[src/hw/rtl/ucds_pkg.sv]
// Package for the USB configuration descriptor scanner: token and opcode types,
// descriptor codes and register indexes. It depends on nothing else.
package ucds_pkg;

  localparam int unsigned QueueDepthDef = 2;

  localparam logic [7:0] TYPE_INTERFACE = 8'h04;
  localparam logic [7:0] TYPE_ENDPOINT  = 8'h05;

  localparam logic [7:0] OFS_LENGTH    = 8'd0;
  localparam logic [7:0] OFS_TYPE      = 8'd1;
  localparam logic [7:0] OFS_IF_NUM    = 8'd2;
  localparam logic [7:0] OFS_IF_CLASS  = 8'd5;
  localparam logic [7:0] OFS_IF_SUB    = 8'd6;
  localparam logic [7:0] OFS_IF_PROTO  = 8'd7;
  localparam logic [7:0] OFS_EP_ADDR   = 8'd2;
  localparam logic [7:0] OFS_EP_ATTR   = 8'd3;
  localparam logic [7:0] OFS_EP_MPS_LO = 8'd4;
  localparam logic [7:0] OFS_EP_MPS_HI = 8'd5;

  localparam logic [1:0] XFER_INTERRUPT = 2'b11;
  localparam int unsigned EpDirBit      = 7;

  localparam logic [1:0] REG_CLASS    = 2'd0;
  localparam logic [1:0] REG_SUBCLASS = 2'd1;
  localparam logic [1:0] REG_PROTOCOL = 2'd2;

  localparam logic [7:0] CLASS_RESET    = 8'd3;
  localparam logic [7:0] SUBCLASS_RESET = 8'd1;
  localparam logic [7:0] PROTOCOL_RESET = 8'd1;

  typedef enum logic [1:0] {
    PROG_NONE  = 2'd0,
    PROG_CLASS = 2'd1,
    PROG_SUB   = 2'd2
  } prog_t;

  typedef enum logic [3:0] {
    OP_NONE,
    OP_ZERO_LEN,
    OP_IF_NUM,
    OP_IF_CLASS,
    OP_IF_SUB,
    OP_IF_PROTO,
    OP_EP_ADDR,
    OP_EP_ATTR,
    OP_EP_MPS_LO,
    OP_EP_MPS_HI
  } op_t;

  typedef struct packed {
    op_t        op;
    logic [7:0] data;
    logic       last;
  } token_t;

endpackage

[src/hw/rtl/ucds_front.sv]
// Front end of the scanner: walks descriptors by their length bytes and turns
// each accepted byte into a classified token. Depends on ucds_pkg.
module ucds_front import ucds_pkg::*; (
  input  logic       clk,
  input  logic       rst,
  input  logic       beat,
  input  logic [7:0] data_byte,
  input  logic       last_byte,
  output token_t     tok
);

  logic [7:0] byte_offset, byte_offset_next;
  logic [7:0] desc_length, desc_length_next;
  logic [7:0] desc_type, desc_type_next;
  logic       halted, halted_next;
  logic [8:0] offset_inc;

  always_comb begin
    tok.op   = OP_NONE;
    tok.data = data_byte;
    tok.last = last_byte;
    byte_offset_next = byte_offset;
    desc_length_next = desc_length;
    desc_type_next   = desc_type;
    halted_next      = halted;
    offset_inc       = {1'b0, byte_offset} + 9'd1;

    if (!halted) begin
      if (byte_offset == OFS_LENGTH) begin
        if (data_byte == 8'd0) begin
          tok.op = OP_ZERO_LEN;
          halted_next = 1'b1;
        end else begin
          desc_length_next = data_byte;
          desc_type_next   = 8'd0;
        end
      end else if (byte_offset == OFS_TYPE) begin
        desc_type_next = data_byte;
      end else if (desc_type == TYPE_INTERFACE) begin
        case (byte_offset)
          OFS_IF_NUM:   tok.op = OP_IF_NUM;
          OFS_IF_CLASS: tok.op = OP_IF_CLASS;
          OFS_IF_SUB:   tok.op = OP_IF_SUB;
          OFS_IF_PROTO: tok.op = OP_IF_PROTO;
          default:      tok.op = OP_NONE;
        endcase
      end else if (desc_type == TYPE_ENDPOINT) begin
        case (byte_offset)
          OFS_EP_ADDR:   tok.op = OP_EP_ADDR;
          OFS_EP_ATTR:   tok.op = OP_EP_ATTR;
          OFS_EP_MPS_LO: tok.op = OP_EP_MPS_LO;
          OFS_EP_MPS_HI: tok.op = OP_EP_MPS_HI;
          default:       tok.op = OP_NONE;
        endcase
      end
      if (!halted_next) begin
        if (offset_inc >= {1'b0, desc_length_next}) begin
          byte_offset_next = 8'd0;
        end else begin
          byte_offset_next = offset_inc[7:0];
        end
      end
    end

    if (last_byte) begin
      byte_offset_next = 8'd0;
      desc_length_next = 8'd0;
      desc_type_next   = 8'd0;
      halted_next      = 1'b0;
    end
  end

  always_ff @(posedge clk) begin
    if (rst) begin
      byte_offset <= 8'd0;
      desc_length <= 8'd0;
      desc_type   <= 8'd0;
      halted      <= 1'b0;
    end else if (beat) begin
      byte_offset <= byte_offset_next;
      desc_length <= desc_length_next;
      desc_type   <= desc_type_next;
      halted      <= halted_next;
    end
  end

endmodule

[src/hw/rtl/ucds_queue.sv]
// Short token queue between the front and back ends of the scanner.
// Depends on ucds_pkg for the token type.
module ucds_queue import ucds_pkg::*; #(
  parameter int unsigned DEPTH = QueueDepthDef
) (
  input  logic   clk,
  input  logic   rst,
  input  logic   push,
  input  token_t push_tok,
  output logic   full,
  input  logic   pop,
  output logic   tok_valid,
  output token_t pop_tok
);

  localparam int unsigned PtrW = (DEPTH > 1) ? $clog2(DEPTH) : 1;
  localparam int unsigned CntW = $clog2(DEPTH + 1);

  token_t              slots [DEPTH];
  logic [PtrW-1:0]     wr_ptr, rd_ptr;
  logic [CntW-1:0]     count;

  function automatic logic [PtrW-1:0] bump(input logic [PtrW-1:0] p);
    if (p == PtrW'(DEPTH - 1)) begin
      return '0;
    end
    return p + PtrW'(1);
  endfunction

  assign full      = (count == CntW'(DEPTH));
  assign tok_valid = (count != '0);
  assign pop_tok   = slots[rd_ptr];

  always_ff @(posedge clk) begin
    if (push) begin
      slots[wr_ptr] <= push_tok;
    end
  end

  always_ff @(posedge clk) begin
    if (rst) begin
      wr_ptr <= '0;
      rd_ptr <= '0;
      count  <= '0;
    end else begin
      if (push) begin
        wr_ptr <= bump(wr_ptr);
      end
      if (pop) begin
        rd_ptr <= bump(rd_ptr);
      end
      if (push && !pop) begin
        count <= count + CntW'(1);
      end else if (pop && !push) begin
        count <= count - CntW'(1);
      end
    end
  end

endmodule

[src/hw/rtl/ucds_back.sv]
// Back end of the scanner: holds the match registers, applies tokens to the
// interface and endpoint state and registers the result. Depends on ucds_pkg.
module ucds_back import ucds_pkg::*; (
  input  logic        clk,
  input  logic        rst,
  input  logic        cfg_wr_en,
  input  logic [1:0]  cfg_index,
  input  logic [7:0]  cfg_data,
  input  logic        tok_valid,
  input  token_t      tok,
  output logic        pop,
  output logic        out_valid,
  input  logic        out_ready,
  output logic        found,
  output logic        malformed,
  output logic [7:0]  iface_num,
  output logic [3:0]  ep_num,
  output logic [15:0] max_packet
);

  logic [7:0]  want_class, want_subclass, want_protocol;

  prog_t       progress, progress_next;
  logic        iface_seen, iface_seen_next;
  logic [7:0]  iface_number, iface_number_next;
  logic [7:0]  pending_iface, pending_iface_next;
  logic [7:0]  ep_address, ep_address_next;
  logic [7:0]  ep_attributes, ep_attributes_next;
  logic [15:0] mps, mps_next;
  logic        ep_found, ep_found_next;
  logic        halted, halted_next;

  assign pop = tok_valid && (!tok.last || !out_valid || out_ready);

  always_ff @(posedge clk) begin
    if (rst) begin
      want_class    <= CLASS_RESET;
      want_subclass <= SUBCLASS_RESET;
      want_protocol <= PROTOCOL_RESET;
    end else if (cfg_wr_en) begin
      case (cfg_index)
        REG_CLASS:    want_class    <= cfg_data;
        REG_SUBCLASS: want_subclass <= cfg_data;
        REG_PROTOCOL: want_protocol <= cfg_data;
        default:      ;
      endcase
    end
  end

  always_comb begin
    progress_next      = progress;
    iface_seen_next    = iface_seen;
    iface_number_next  = iface_number;
    pending_iface_next = pending_iface;
    ep_address_next    = ep_address;
    ep_attributes_next = ep_attributes;
    mps_next           = mps;
    ep_found_next      = ep_found;
    halted_next        = halted;

    if (!ep_found && !halted) begin
      case (tok.op)
        OP_ZERO_LEN: halted_next = 1'b1;
        OP_IF_NUM:   pending_iface_next = tok.data;
        OP_IF_CLASS: progress_next = (tok.data == want_class) ? PROG_CLASS : PROG_NONE;
        OP_IF_SUB: begin
          progress_next = (progress == PROG_CLASS && tok.data == want_subclass) ?
                          PROG_SUB : PROG_NONE;
        end
        OP_IF_PROTO: begin
          if (progress == PROG_SUB && tok.data == want_protocol) begin
            iface_seen_next   = 1'b1;
            iface_number_next = pending_iface;
          end
          progress_next = PROG_NONE;
        end
        OP_EP_ADDR: begin
          if (iface_seen) begin
            ep_address_next = tok.data;
          end
        end
        OP_EP_ATTR: begin
          if (iface_seen) begin
            ep_attributes_next = tok.data;
          end
        end
        OP_EP_MPS_LO: begin
          if (iface_seen) begin
            mps_next = {8'd0, tok.data};
          end
        end
        OP_EP_MPS_HI: begin
          if (iface_seen) begin
            mps_next = {tok.data, mps[7:0]};
            if (ep_attributes[1:0] == XFER_INTERRUPT && ep_address[EpDirBit]) begin
              ep_found_next = 1'b1;
            end
          end
        end
        default: ;
      endcase
    end
  end

  always_ff @(posedge clk) begin
    if (rst) begin
      progress      <= PROG_NONE;
      iface_seen    <= 1'b0;
      iface_number  <= 8'd0;
      pending_iface <= 8'd0;
      ep_address    <= 8'd0;
      ep_attributes <= 8'd0;
      mps           <= 16'd0;
      ep_found      <= 1'b0;
      halted        <= 1'b0;
    end else if (pop) begin
      if (tok.last) begin
        progress      <= PROG_NONE;
        iface_seen    <= 1'b0;
        iface_number  <= 8'd0;
        pending_iface <= 8'd0;
        ep_address    <= 8'd0;
        ep_attributes <= 8'd0;
        mps           <= 16'd0;
        ep_found      <= 1'b0;
        halted        <= 1'b0;
      end else begin
        progress      <= progress_next;
        iface_seen    <= iface_seen_next;
        iface_number  <= iface_number_next;
        pending_iface <= pending_iface_next;
        ep_address    <= ep_address_next;
        ep_attributes <= ep_attributes_next;
        mps           <= mps_next;
        ep_found      <= ep_found_next;
        halted        <= halted_next;
      end
    end
  end

  always_ff @(posedge clk) begin
    if (rst) begin
      out_valid <= 1'b0;
    end else if (pop && tok.last) begin
      out_valid <= 1'b1;
    end else if (out_ready) begin
      out_valid <= 1'b0;
    end
  end

  always_ff @(posedge clk) begin
    if (pop && tok.last) begin
      found      <= ep_found_next;
      malformed  <= halted_next;
      iface_num  <= ep_found_next ? iface_number_next : 8'd0;
      ep_num     <= ep_found_next ? ep_address_next[3:0] : 4'd0;
      max_packet <= ep_found_next ? mps_next : 16'd0;
    end
  end

endmodule

[src/hw/rtl/usb_config_descriptor_scanner_core.sv]
// Top level of the USB configuration descriptor scanner: front end, token
// queue and back end. Depends on ucds_pkg, ucds_front, ucds_queue, ucds_back.
//
// Descriptor set bytes enter on the in channel (data_byte, last_byte), one
// beat per byte. The front end tracks the descriptor offset and type and
// queues one token per byte; the back end matches interface class, subclass
// and protocol against the three configuration registers and captures the
// first interrupt IN endpoint after a match.
// Only the beat that carries last_byte produces a result on the out channel:
// found, malformed, iface_num, ep_num and max_packet, the last three zero
// when nothing was found. The result is registered after that beat's token
// leaves the queue and is held in an output register until out_ready takes
// it. The block accepts one byte every cycle while the queue is not full.
// When the receiver stalls, the back end holds the last token while the
// queue fills, after which in_ready falls. Reset empties the queue, clears
// the scan state and loads the registers with class 3, subclass 1 and
// protocol 1. The user must write the registers through cfg_wr_en, cfg_index
// and cfg_data only while no set is in progress; the block doesn't enforce it.
module usb_config_descriptor_scanner_core import ucds_pkg::*; #(
  parameter int unsigned QUEUE_DEPTH = QueueDepthDef
) (
  input  logic        clk,
  input  logic        rst,
  input  logic        cfg_wr_en,
  input  logic [1:0]  cfg_index,
  input  logic [7:0]  cfg_data,
  input  logic        in_valid,
  output logic        in_ready,
  input  logic [7:0]  data_byte,
  input  logic        last_byte,
  output logic        out_valid,
  input  logic        out_ready,
  output logic        found,
  output logic        malformed,
  output logic [7:0]  iface_num,
  output logic [3:0]  ep_num,
  output logic [15:0] max_packet
);

  logic   beat;
  logic   full;
  logic   pop;
  logic   tok_valid;
  token_t front_tok;
  token_t back_tok;

  assign in_ready = !full;
  assign beat     = in_valid && in_ready;

  ucds_front u_front (
    .clk       (clk),
    .rst       (rst),
    .beat      (beat),
    .data_byte (data_byte),
    .last_byte (last_byte),
    .tok       (front_tok)
  );

  ucds_queue #(
    .DEPTH (QUEUE_DEPTH)
  ) u_queue (
    .clk       (clk),
    .rst       (rst),
    .push      (beat),
    .push_tok  (front_tok),
    .full      (full),
    .pop       (pop),
    .tok_valid (tok_valid),
    .pop_tok   (back_tok)
  );

  ucds_back u_back (
    .clk        (clk),
    .rst        (rst),
    .cfg_wr_en  (cfg_wr_en),
    .cfg_index  (cfg_index),
    .cfg_data   (cfg_data),
    .tok_valid  (tok_valid),
    .tok        (back_tok),
    .pop        (pop),
    .out_valid  (out_valid),
    .out_ready  (out_ready),
    .found      (found),
    .malformed  (malformed),
    .iface_num  (iface_num),
    .ep_num     (ep_num),
    .max_packet (max_packet)
  );

endmodule

[config.mk]
export PLATFORM = sky130hd
export DESIGN_NAME = usb_config_descriptor_scanner_core
export DESIGN_NICKNAME = d
export VERILOG_FILES = /design/src/hw/rtl/ucds_pkg.sv /design/src/hw/rtl/ucds_front.sv /design/src/hw/rtl/ucds_queue.sv /design/src/hw/rtl/ucds_back.sv /design/src/hw/rtl/usb_config_descriptor_scanner_core.sv
export SDC_FILE = /design/constraint.sdc
export NUM_CORES = 1
export LEC_CHECK = 0
export BUFFER_PORTS_ARGS = -buffer_cell sky130_fd_sc_hd__buf_2
export CAP_MARGIN = 25
export CORE_UTILIZATION = 50
export DETAILED_ROUTE_END_ITERATION = 8
export PLACE_DENSITY_LB_ADDON = 0.05
export SYNTH_ARGS = -nofsm -noshare
export SYNTH_HDL_FRONTEND = slang
export SYNTH_HIERARCHICAL = 1
export SYNTH_SLANG_ARGS = --single-unit
[constraint.sdc]
create_clock -name clk -period 5.3 [get_ports clk]
set_input_delay 1.06 -clock clk [delete_from_list [all_inputs] [get_ports clk]]
set_output_delay 1.06 -clock clk [all_outputs]
set_load 0.02 [all_outputs]
==> impl_metrics.json, run 1 <==
{
  "syn2layout_area_growth_pct": 12.4,
  "r2r_cells": 10,
  "crit_arrival_ns": 3.67,
  "io_pins": 56,
  "numCtsBuffers": 17,
  "drive_gt1_share_pct": 18.3,
  "diodes": 0,
  "cap_viol_max_count": 0,
  "firstDrtPassIters": 5,
  "ir_drop_mv": 0.242,
  "start_kind": "primary input",
  "grt_overflow": 0,
  "cts_resized": 0,
  "synth.avg_cell_area_um2": 10.7,
  "dpl_cell_area_um2": 7340,
  "cp-end-kind": "flop",
  "finalSetupTns_ns": 0,
  "layout.cells.non_filler": 880,
  "grt_pass1_wl_mm": 25.2,
  "place_inst": 848,
  "gp_congestion": 0.855,
  "clock_latency_ns": 0.42,
  "ys_types": 65,
  "cts-htree-levels": 4,
  "cts_buffer_depth": 2,
  "io_buffers": 55,
  "grt_max_degree": 36,
  "fin_area_um2": 7880,
  "rsz0062_at_grt": "no",
  "finClkSkew_ns": 0.00866,
  "n_fill_cell": 1173,
  "ys_seq_area_share_pct": 52.3,
  "yosysWarnings": 6,
  "wirelength_mm": 15.6,
  "tightest_slew_ns": 0.988,
  "die_x_um": 120,
  "async_flop_share_pct": 0,
  "dp_hpwl_mm": 10.7,
  "status": "complete, no violations",
  "die_y_um": 120,
  "hold_viol_final": 0,
  "grt_pass1_vias": 4921,
  "fin_crit_sh_pct": 62.2,
  "required_ns": 5.67,
  "hold_buffers": 0,
  "synth_area_um2": 7010,
  "crit_fanout": 9,
  "powerDensity_nw_per_um2": 429,
  "drtIter0Drc": 389,
  "min_path_cells": 1,
  "route.detailed.drc": 0,
  "critical_path_class": "in2reg",
  "syn_inst": 654,
  "wl_met3_um": 486,
  "hold_class": "reg2reg",
  "cts-root-buf": "clkbuf_16",
  "synth_edf_count": 56,
  "slew_headroom_pct": 34.0,
  "fmax_mhz": 303,
  "power_mw": 3.38,
  "path_clk_slew_ns": 0.06,
  "antenna_found_initial": 0,
  "post_drt_wl_per_cell_um": 17.7,
  "post_cts_buffers": 0,
  "finalSetupViolCount": 0,
  "fp.coreArea_um2": 13500,
  "synth_seq_cells": 155,
  "core.rowCount": 42,
  "fin_crit_ns": 3.30,
  "dominantRegCellSynth": "dfxtp_1",
  "drt-met1-wl_mm": 6.90,
  "postSynthNetCount": 691,
  "dieArea_um2": 14500,
  "route.met2.wl_mm": 7.87,
  "grt_usage_pct": 22.8,
  "cts_tree": "yes",
  "via_count": 5036,
  "cts_sinks": 155,
  "final_nets": 728,
  "fin_util_pct": 58.5,
  "ant_nets": 0,
  "routed.top_layer": "met4",
  "vias_per_cell": 5.72,
  "start_util_pct": 52.1,
  "p_leak_nw": 3.02,
  "slew_viol_final": 0
}
where the power goes:
group	total, mW	switching (mW)	internal [mW]
Combinational	0.817	0.557	0.260
Clock	1.11	0.473	0.642
Sequential	1.44	0.0562	1.39
Total	3.38	1.09	2.29
layer usage:
metal / up-vias / track usage [%]
li1: 2433 / -
met1: 2462 / 27.2
met2: 119 / 40.4
met3: 22 / 4.06
met4: 0 / 9.57
met5: - / 0
synthesized netlist by cell type (7+ instances only):
cell | n | area [um2]
a21oi_1 | 24 | 120
a22o_1 | 31 | 272
a22oi_1 | 18 | 135
buf_4 | 12 | 90.1
clkbuf_1 | 23 | 86.3
dfxtp_1 | 99 | 1980
edfxtp_1 | 56 | 1680
ha_1 | 13 | 163
inv_1 | 10 | 37.5
mux2_2 | 14 | 158
mux2i_1 | 38 | 380
nand2_1 | 44 | 165
nand2b_1 | 15 | 93.8
nand3_1 | 16 | 80.1
nor2_1 | 68 | 255
nor2b_1 | 17 | 106
nor3_1 | 7 | 35.0
nor4_1 | 8 | 50.1
o21ai_0 | 17 | 85.1
xnor2_1 | 12 | 105
xor2_1 | 18 | 158
path summary, 6_finish.rpt:
| kind | from | end | slack (ns) |
|---|---|---|---|
| worst max-delay path | data_byte[4] | u_front/byte_offset[0] | 2.00 |
| worst min-delay path | u_back/pending_iface[3] | u_back/iface_number[3] | 0.46 |
| worst max register to register | u_front/byte_offset[3] | u_front/byte_offset[0] | 2.30 |
| worst min register to register | u_back/pending_iface[3] | u_back/iface_number[3] | 0.46 |
state kept, by name, summed over array words and instances, names as in the netlist, 4 cells and up, named ones only:
| name | cells |
|---|---|
| u_queue/slots | 26 |
| u_back/max_packet | 16 |
| u_back/mps | 16 |
| u_back/iface_num | 8 |
| u_back/iface_number | 8 |
| u_back/pending_iface | 8 |
| u_back/want_class | 8 |
| u_back/want_protocol | 8 |
| u_back/want_subclass | 8 |
| u_front/byte_offset | 8 |
| u_front/desc_length | 8 |
| u_front/desc_type | 8 |
| u_back/ep_address | 5 |
| u_back/ep_num | 4 |
stage by stage:
stage | setup WS, ns | hold WS [ns]
after floorplan | 2.11 | 0.428
after global placement | 1.65 | 0.452
after detailed placement | 1.57 | 0.456
after CTS | 2.02 | 0.467
after global routing | 1.77 | 0.483
final | 2.00 | 0.464
cells in the final DEF (no fill, tap or decap), drive strengths merged, types with 14 or more instances in the layout:
| master | instances |
|---|---|
| a21oi | 25 |
| a22o | 31 |
| a22oi | 18 |
| buf | 62 |
| clkbuf | 20 |
| dfxtp | 99 |
| edfxtp | 56 |
| mux2 | 14 |
| mux2i | 38 |
| nand2 | 45 |
| nand2b | 15 |
| nand3 | 16 |
| nor2 | 71 |
| nor2b | 17 |
| o21ai | 20 |
| xor2 | 18 |
critical path, cell delays in order:
cell      delay (ns)
buf_2           0.13
nor4_1          0.47
nand2_1         0.19
nand2_2         0.26
mux2i_1         0.24
ha_1            0.27
a21o_1          0.18
a211oi_1        0.24
nand3_1         0.23
nor2_2          0.21
mux2_2          0.17
kinds of logic after synthesis:
family | synth area share (%)
fa+ha+maj | 2.32
xor+xnor | 3.75
mux | 7.68
simple gates | 17.5
compound gates | 12.6
flops | 52.3
buf+inv | 3.86
layout make-up:
class | instances | area (um2) | share of cell area, %
repair buffers | 62 | 339 | 4.31
inverters | 10 | 37.5 | 0.477
flip-flops and latches | 155 | 3660 | 46.5
multi-input cells | 445 | 3080 | 39.1
clock buffers | 20 | 437 | 5.54
well taps | 176 | 220 | 2.80
clock inverters | 12 | 100 | 1.27
(Power assumes the default switching activity.)
==> run 2: changes to the inputs <==
- clock period: 5.3 -> 3.4 ns (I/O delays scaled with it)
==> run 2 against run 1 <==
Compared with the run above: flip-flop and latch count unchanged; highest routed layer unchanged; critical endpoint unchanged; clock-buffer cell count increased by 5; critical path depth unchanged; power increased by 57%; final cell count increased by 0.80%; cell area increased by 0.59%; clock power increased by 59%.
==> impl_metrics.json, run 2 (synthesized netlist as in run 1, its figures left out) <==
{
  "slew_viol_final": 0,
  "grt_max_degree": 38,
  "crit_cells": 11,
  "crit_fanout": 9,
  "via_count": 5057,
  "diodes": 0,
  "gp_congestion": 0.854,
  "cts-htree-levels": 4,
  "crit_buf_inv": 1,
  "firstDrtPassIters": 7,
  "power_mw": 5.30,
  "n_fill_cell": 1210,
  "fin_crit_sh_pct": 86.9,
  "finClkSkew_ns": 0.00536,
  "finalSetupViolCount": 0,
  "tightest_slew_ns": 0.897,
  "regMostFlops": "u_queue/slots",
  "layout_common_cells": "dfxtp_1 (99), nor2_1 (67), edfxtp_1 (56)",
  "die_y_um": 120,
  "grt_usage_pct": 22.5,
  "critical_path_class": "reg2reg",
  "slew_headroom_pct": 39.7,
  "ir_drop_mv": 0.398,
  "grt_pass1_wl_mm": 24.8,
  "fin_util_pct": 58.9,
  "core.rowCount": 42,
  "post_drt_wl_per_cell_um": 17.4,
  "critPathTopFamily": "simple AND/OR/NAND/NOR gates",
  "hold_slack_ns": 0.458,
  "dieArea_um2": 14500,
  "r2r_cells": 11,
  "numCtsBuffers": 17,
  "fin_crit_ns": 2.95,
  "finalSetupTns_ns": 0,
  "fp.coreArea_um2": 13500,
  "largestRegisters": "u_queue/slots x26, u_back/max_packet x16, u_back/mps x16",
  "powerDensity_nw_per_um2": 669,
  "grt_overflow": 0,
  "slowest_delay_ns": 0.57,
  "dpl_cell_area_um2": 7380,
  "io_buffers": 55,
  "rsz0062_at_grt": "no",
  "critPathSlowestCell": "or4_4",
  "syn2layout_area_growth_pct": 13.0,
  "die_x_um": 120,
  "antenna_found_initial": 0,
  "timing.critical_path.cells": "or4_4, nor3_4, nand2_2, buf_4, mux2i_1, ha_1, a21o_1, a211oi_1, nand3_1, nor2_2, mux2_2",
  "cts-root-buf": "clkbuf_16",
  "route.detailed.drc": 0,
  "cts_buffer_depth": 2,
  "hold_viol_final": 0,
  "required_ns": 3.77,
  "rrSetupSlack_ns": 0.45,
  "ant_nets": 0,
  "dp_hpwl_mm": 10.7,
  "vias_per_cell": 5.70,
  "wirelength_mm": 15.4,
  "grt_pass1_vias": 4746,
  "hold_buffers": 0,
  "hold_class": "reg2reg",
  "p_leak_nw": 3.06,
  "crit_arrival_ns": 3.32,
  "ff_latch_area_um2": 3660,
  "drive_gt1_share_pct": 18.6,
  "status": "complete, no violations",
  "cp-end-kind": "flop",
  "io_pins": 56,
  "fmax_mhz": 339,
  "drtIter0Drc": 338,
  "cap_viol_max_count": 0,
  "reg2reg_from": "u_front/byte_offset[3]",
  "clock_latency_ns": 0.42,
  "crit_end": "u_front/byte_offset[0]",
  "layout_commonest_cell": "dfxtp_1",
  "cts_resized": 0,
  "crit_path_start": "u_front/byte_offset[3]",
  "cts_sinks": 155,
  "post_cts_buffers": 0,
  "r2r_end": "u_front/byte_offset[0]",
  "fin_area_um2": 7920,
  "final_nets": 735,
  "path_clk_slew_ns": 0.06,
  "start_util_pct": 52.1,
  "multi_input_area_um2": 3080,
  "largest_reg_flops": 26,
  "start_kind": "flop",
  "cts_tree": "yes"
}
## run 2: cell types whose count changed in the layout (fill, tap and decap cells not counted), sizes merged
cell / previous run / this run
buf: 62 / 69
clkbuf: 20 / 25
clkinv: 8 / 4
clkinvlp: 2 / 0
inv: 11 / 12
## run 2: how the worst min path moves through the flow
stage	startpoint	to	slack, ns	depth (start not counted)
3_5_place_dp	u_front/desc_length[2]	u_front/desc_length[2]	0.45	2
6_report	u_front/desc_length[2]	u_front/desc_length[2]	0.46	2
5_1_grt	u_front/desc_length[2]	u_front/desc_length[2]	0.48	2
4_1_cts	u_front/desc_length[2]	u_front/desc_length[2]	0.46	2
2_1_floorplan	u_front/desc_length[2]	u_front/desc_length[2]	0.43	2
3_3_place_gp	u_front/desc_length[2]	u_front/desc_length[2]	0.45	2
## run 2: area by class of cell
cell class                 instances  area share (%)
sequential                       155            46.2
multi-input combinational        445            38.9
clock buffer                      25            6.00
timing repair buffer              69            4.80
tap                              176            2.78
clock inverter                     7           0.837
inverter                          10           0.474
## run 2: worst reg2reg max path, delay by kind of cell, from the launching register on
family,cells,cell delay [ns]
and+or+nand+nor,5,1.38
AOI/OAI and AO/OA,2,0.41
adders and majority gates,1,0.22
muxes,2,0.31
buffers and inverters,1,0.19
DFF,1,0.39
## run 2: metrics by stage
step | std cells | setup WS (ns)
after detailed placement | 855 | 0.0614
after CTS | 887 | 0.484
final | 887 | 0.447
after floorplan | 654 | 0.585
after global routing | 887 | 0.264
after global placement | 855 | 0.278
## run 2: where the power goes
group	switching (mW)	internal, mW
clock network	0.719	1.04
registers	0.0770	2.16
logic	0.874	0.419
## run 2: per-layer routing
metal / up-vias / wire [um] / global-route usage (%)
met5: - / 0 / 0
met4: 0 / 221 / 8.49
met3: 16 / 605 / 4.81
met2: 118 / 7780 / 37.9
met1: 2481 / 6840 / 28.4
li1: 2442 / - / -
==> run 3: changes to the inputs <==
- GPL_TIMING_DRIVEN: not set -> 0
- SKIP_CTS_REPAIR_TIMING: not set -> 1
==> run 3 against run 2 <==
Compared with the run above: worst setup slack worse by 0.23 ns; largest cell class unchanged; critical path depth did not move; register-to-register slack got worse by 0.21 ns; via count increased by 2.0%; maximum frequency down 7.2%; combinational power rose by 5%.
==> impl_metrics.json, run 3 (synthesized netlist as in run 1, its figures left out) <==
{
  "finalSetupTns_ns": 0,
  "fmax_mhz": 314,
  "regMostFlops": "u_queue/slots",
  "io_pins": 56,
  "cts_sinks": 155,
  "vias_per_cell": 5.60,
  "layout_common_cells": "dfxtp_1 (99), nor2_1 (68), buf_2 (61)",
  "power_mw": 5.53,
  "layout_commonest_cell": "dfxtp_1",
  "rrSetupSlack_ns": 0.24,
  "ir_drop_mv": 0.357,
  "cp-end-kind": "flop",
  "crit_end": "u_front/byte_offset[0]",
  "slew_viol_final": 0,
  "diodes": 0,
  "grt_pass1_wl_mm": 25.3,
  "route.detailed.drc": 0,
  "ant_nets": 0,
  "largestRegisters": "u_queue/slots x26, u_back/max_packet x16, u_back/mps x16",
  "finalSetupViolCount": 0,
  "setup_slack_ns": 0.218,
  "crit_fanout": 9,
  "drive_gt1_share_pct": 19.6,
  "post-place-ws_ns": -0.159,
  "largest_reg_flops": 26,
  "slowest_delay_ns": 0.57,
  "hold_viol_final": 0,
  "clock_latency_ns": 0.41,
  "gp_congestion": 0.847,
  "antenna_found_initial": 0,
  "syn2layout_area_growth_pct": 16.5,
  "die_x_um": 120,
  "reg2reg_from": "u_front/byte_offset[3]",
  "critical_path_class": "in2reg",
  "cts-htree-levels": 4,
  "critPathSlowestCell": "nor4_1",
  "firstDrtPassIters": 5,
  "via_count": 5156,
  "fin_crit_ns": 3.18,
  "worstHoldStart": "u_front/desc_length[2]",
  "grt_overflow": 0,
  "timing.critical_path.cells": "buf_2, nor4_1, nand2_1, nand2_2, mux2i_1, ha_1, a21o_1, a211oi_1, nand3_1, nor2_2, mux2_2",
  "r2r_end": "u_front/byte_offset[0]",
  "cap_viol_max_count": 0,
  "post_drt_wl_per_cell_um": 16.9,
  "tightest_slew_ns": 0.885,
  "drtIter0Drc": 265,
  "grt_max_degree": 24,
  "io_buffers": 55,
  "cts-root-buf": "clkbuf_16",
  "core.rowCount": 42,
  "powerDensity_nw_per_um2": 678,
  "fin_crit_sh_pct": 93.6,
  "wirelength_mm": 15.5,
  "path_clk_slew_ns": 0.06,
  "grt_pass1_vias": 5065,
  "numCtsBuffers": 17,
  "p_leak_nw": 3.17,
  "cts_buffer_depth": 2,
  "die_y_um": 120,
  "hold_class": "reg2reg",
  "status": "complete, no violations",
  "required_ns": 3.76,
  "final_nets": 768,
  "fp.coreArea_um2": 13500,
  "crit_arrival_ns": 3.54,
  "grt_usage_pct": 22.8,
  "finClkSkew_ns": 0.00821,
  "r2r_cells": 11,
  "start_util_pct": 52.1,
  "rsz0062_at_grt": "no",
  "cts_tree": "yes",
  "slew_headroom_pct": 40.5,
  "dp_hpwl_mm": 10.8,
  "dieArea_um2": 14500,
  "start_kind": "primary input",
  "crit_path_start": "data_byte[5]"
}
==> run 3: area by class of cell <==
type / instances / area (um2)
Fill cell: 1159 / 5290
Inverter: 10 / 37.5
Timing Repair Buffer: 58 / 322
Sequential cell: 155 / 3660
Tap cell: 176 / 220
Clock buffer: 21 / 472
Buffer: 44 / 233
Clock inverter: 11 / 140
Multi-Input combinational cell: 445 / 3080
==> run 3: worst min path at each step <==
stage | end | cells past startpoint
2_1_floorplan | u_front/desc_length[2] | 2
4_1_cts | u_front/desc_length[2] | 2
3_5_place_dp | u_front/desc_length[2] | 2
5_1_grt | u_back/iface_number[2] | 1
6_report | u_front/desc_length[2] | 2
3_3_place_gp | u_front/desc_length[2] | 2
==> run 3: through the flow <==
step                instances  cell area (um2)  hold slack (ns)  util (%)
floorplan                 654             7010            0.428         -
global placement          885             7500            0.436      55.8
detailed placement        887             7540            0.448      56.1
CTS                       919             8160            0.458      60.6
global route              920             8160            0.480      60.7
finish                    920             8160            0.464      60.7
==> run 3: report_power, final <==
part           internal [mW]  leakage [nW]  total [mW]  switching [mW]
sequential              2.16          1.33        2.23          0.0679
clock                   1.22         0.302        1.94           0.726
combinational          0.466          1.54        1.36           0.897
==> run 3: metal layers <==
| layer | part of all wire (%) | track usage, % | up-vias |
|---|---|---|---|
| met2 | 52 | 40.3 | 145 |
| met3 | 4.7 | 4.76 | 20 |
| met5 | 0 | 0 | - |
| met1 | 41 | 26.5 | 2479 |
| li1 | - | - | 2512 |
| met4 | 2.4 | 10.0 | 0 |
==> run 3: critical path: cells and delay by family <==
| kind | cells | cell delay [ns] |
|---|---|---|
| buffers and inverters | 1 | 0.14 |
| muxes | 2 | 0.50 |
| and+or+nand+nor | 5 | 1.52 |
| adders and majority gates | 1 | 0.28 |
| AOI/OAI and AO/OA | 2 | 0.41 |
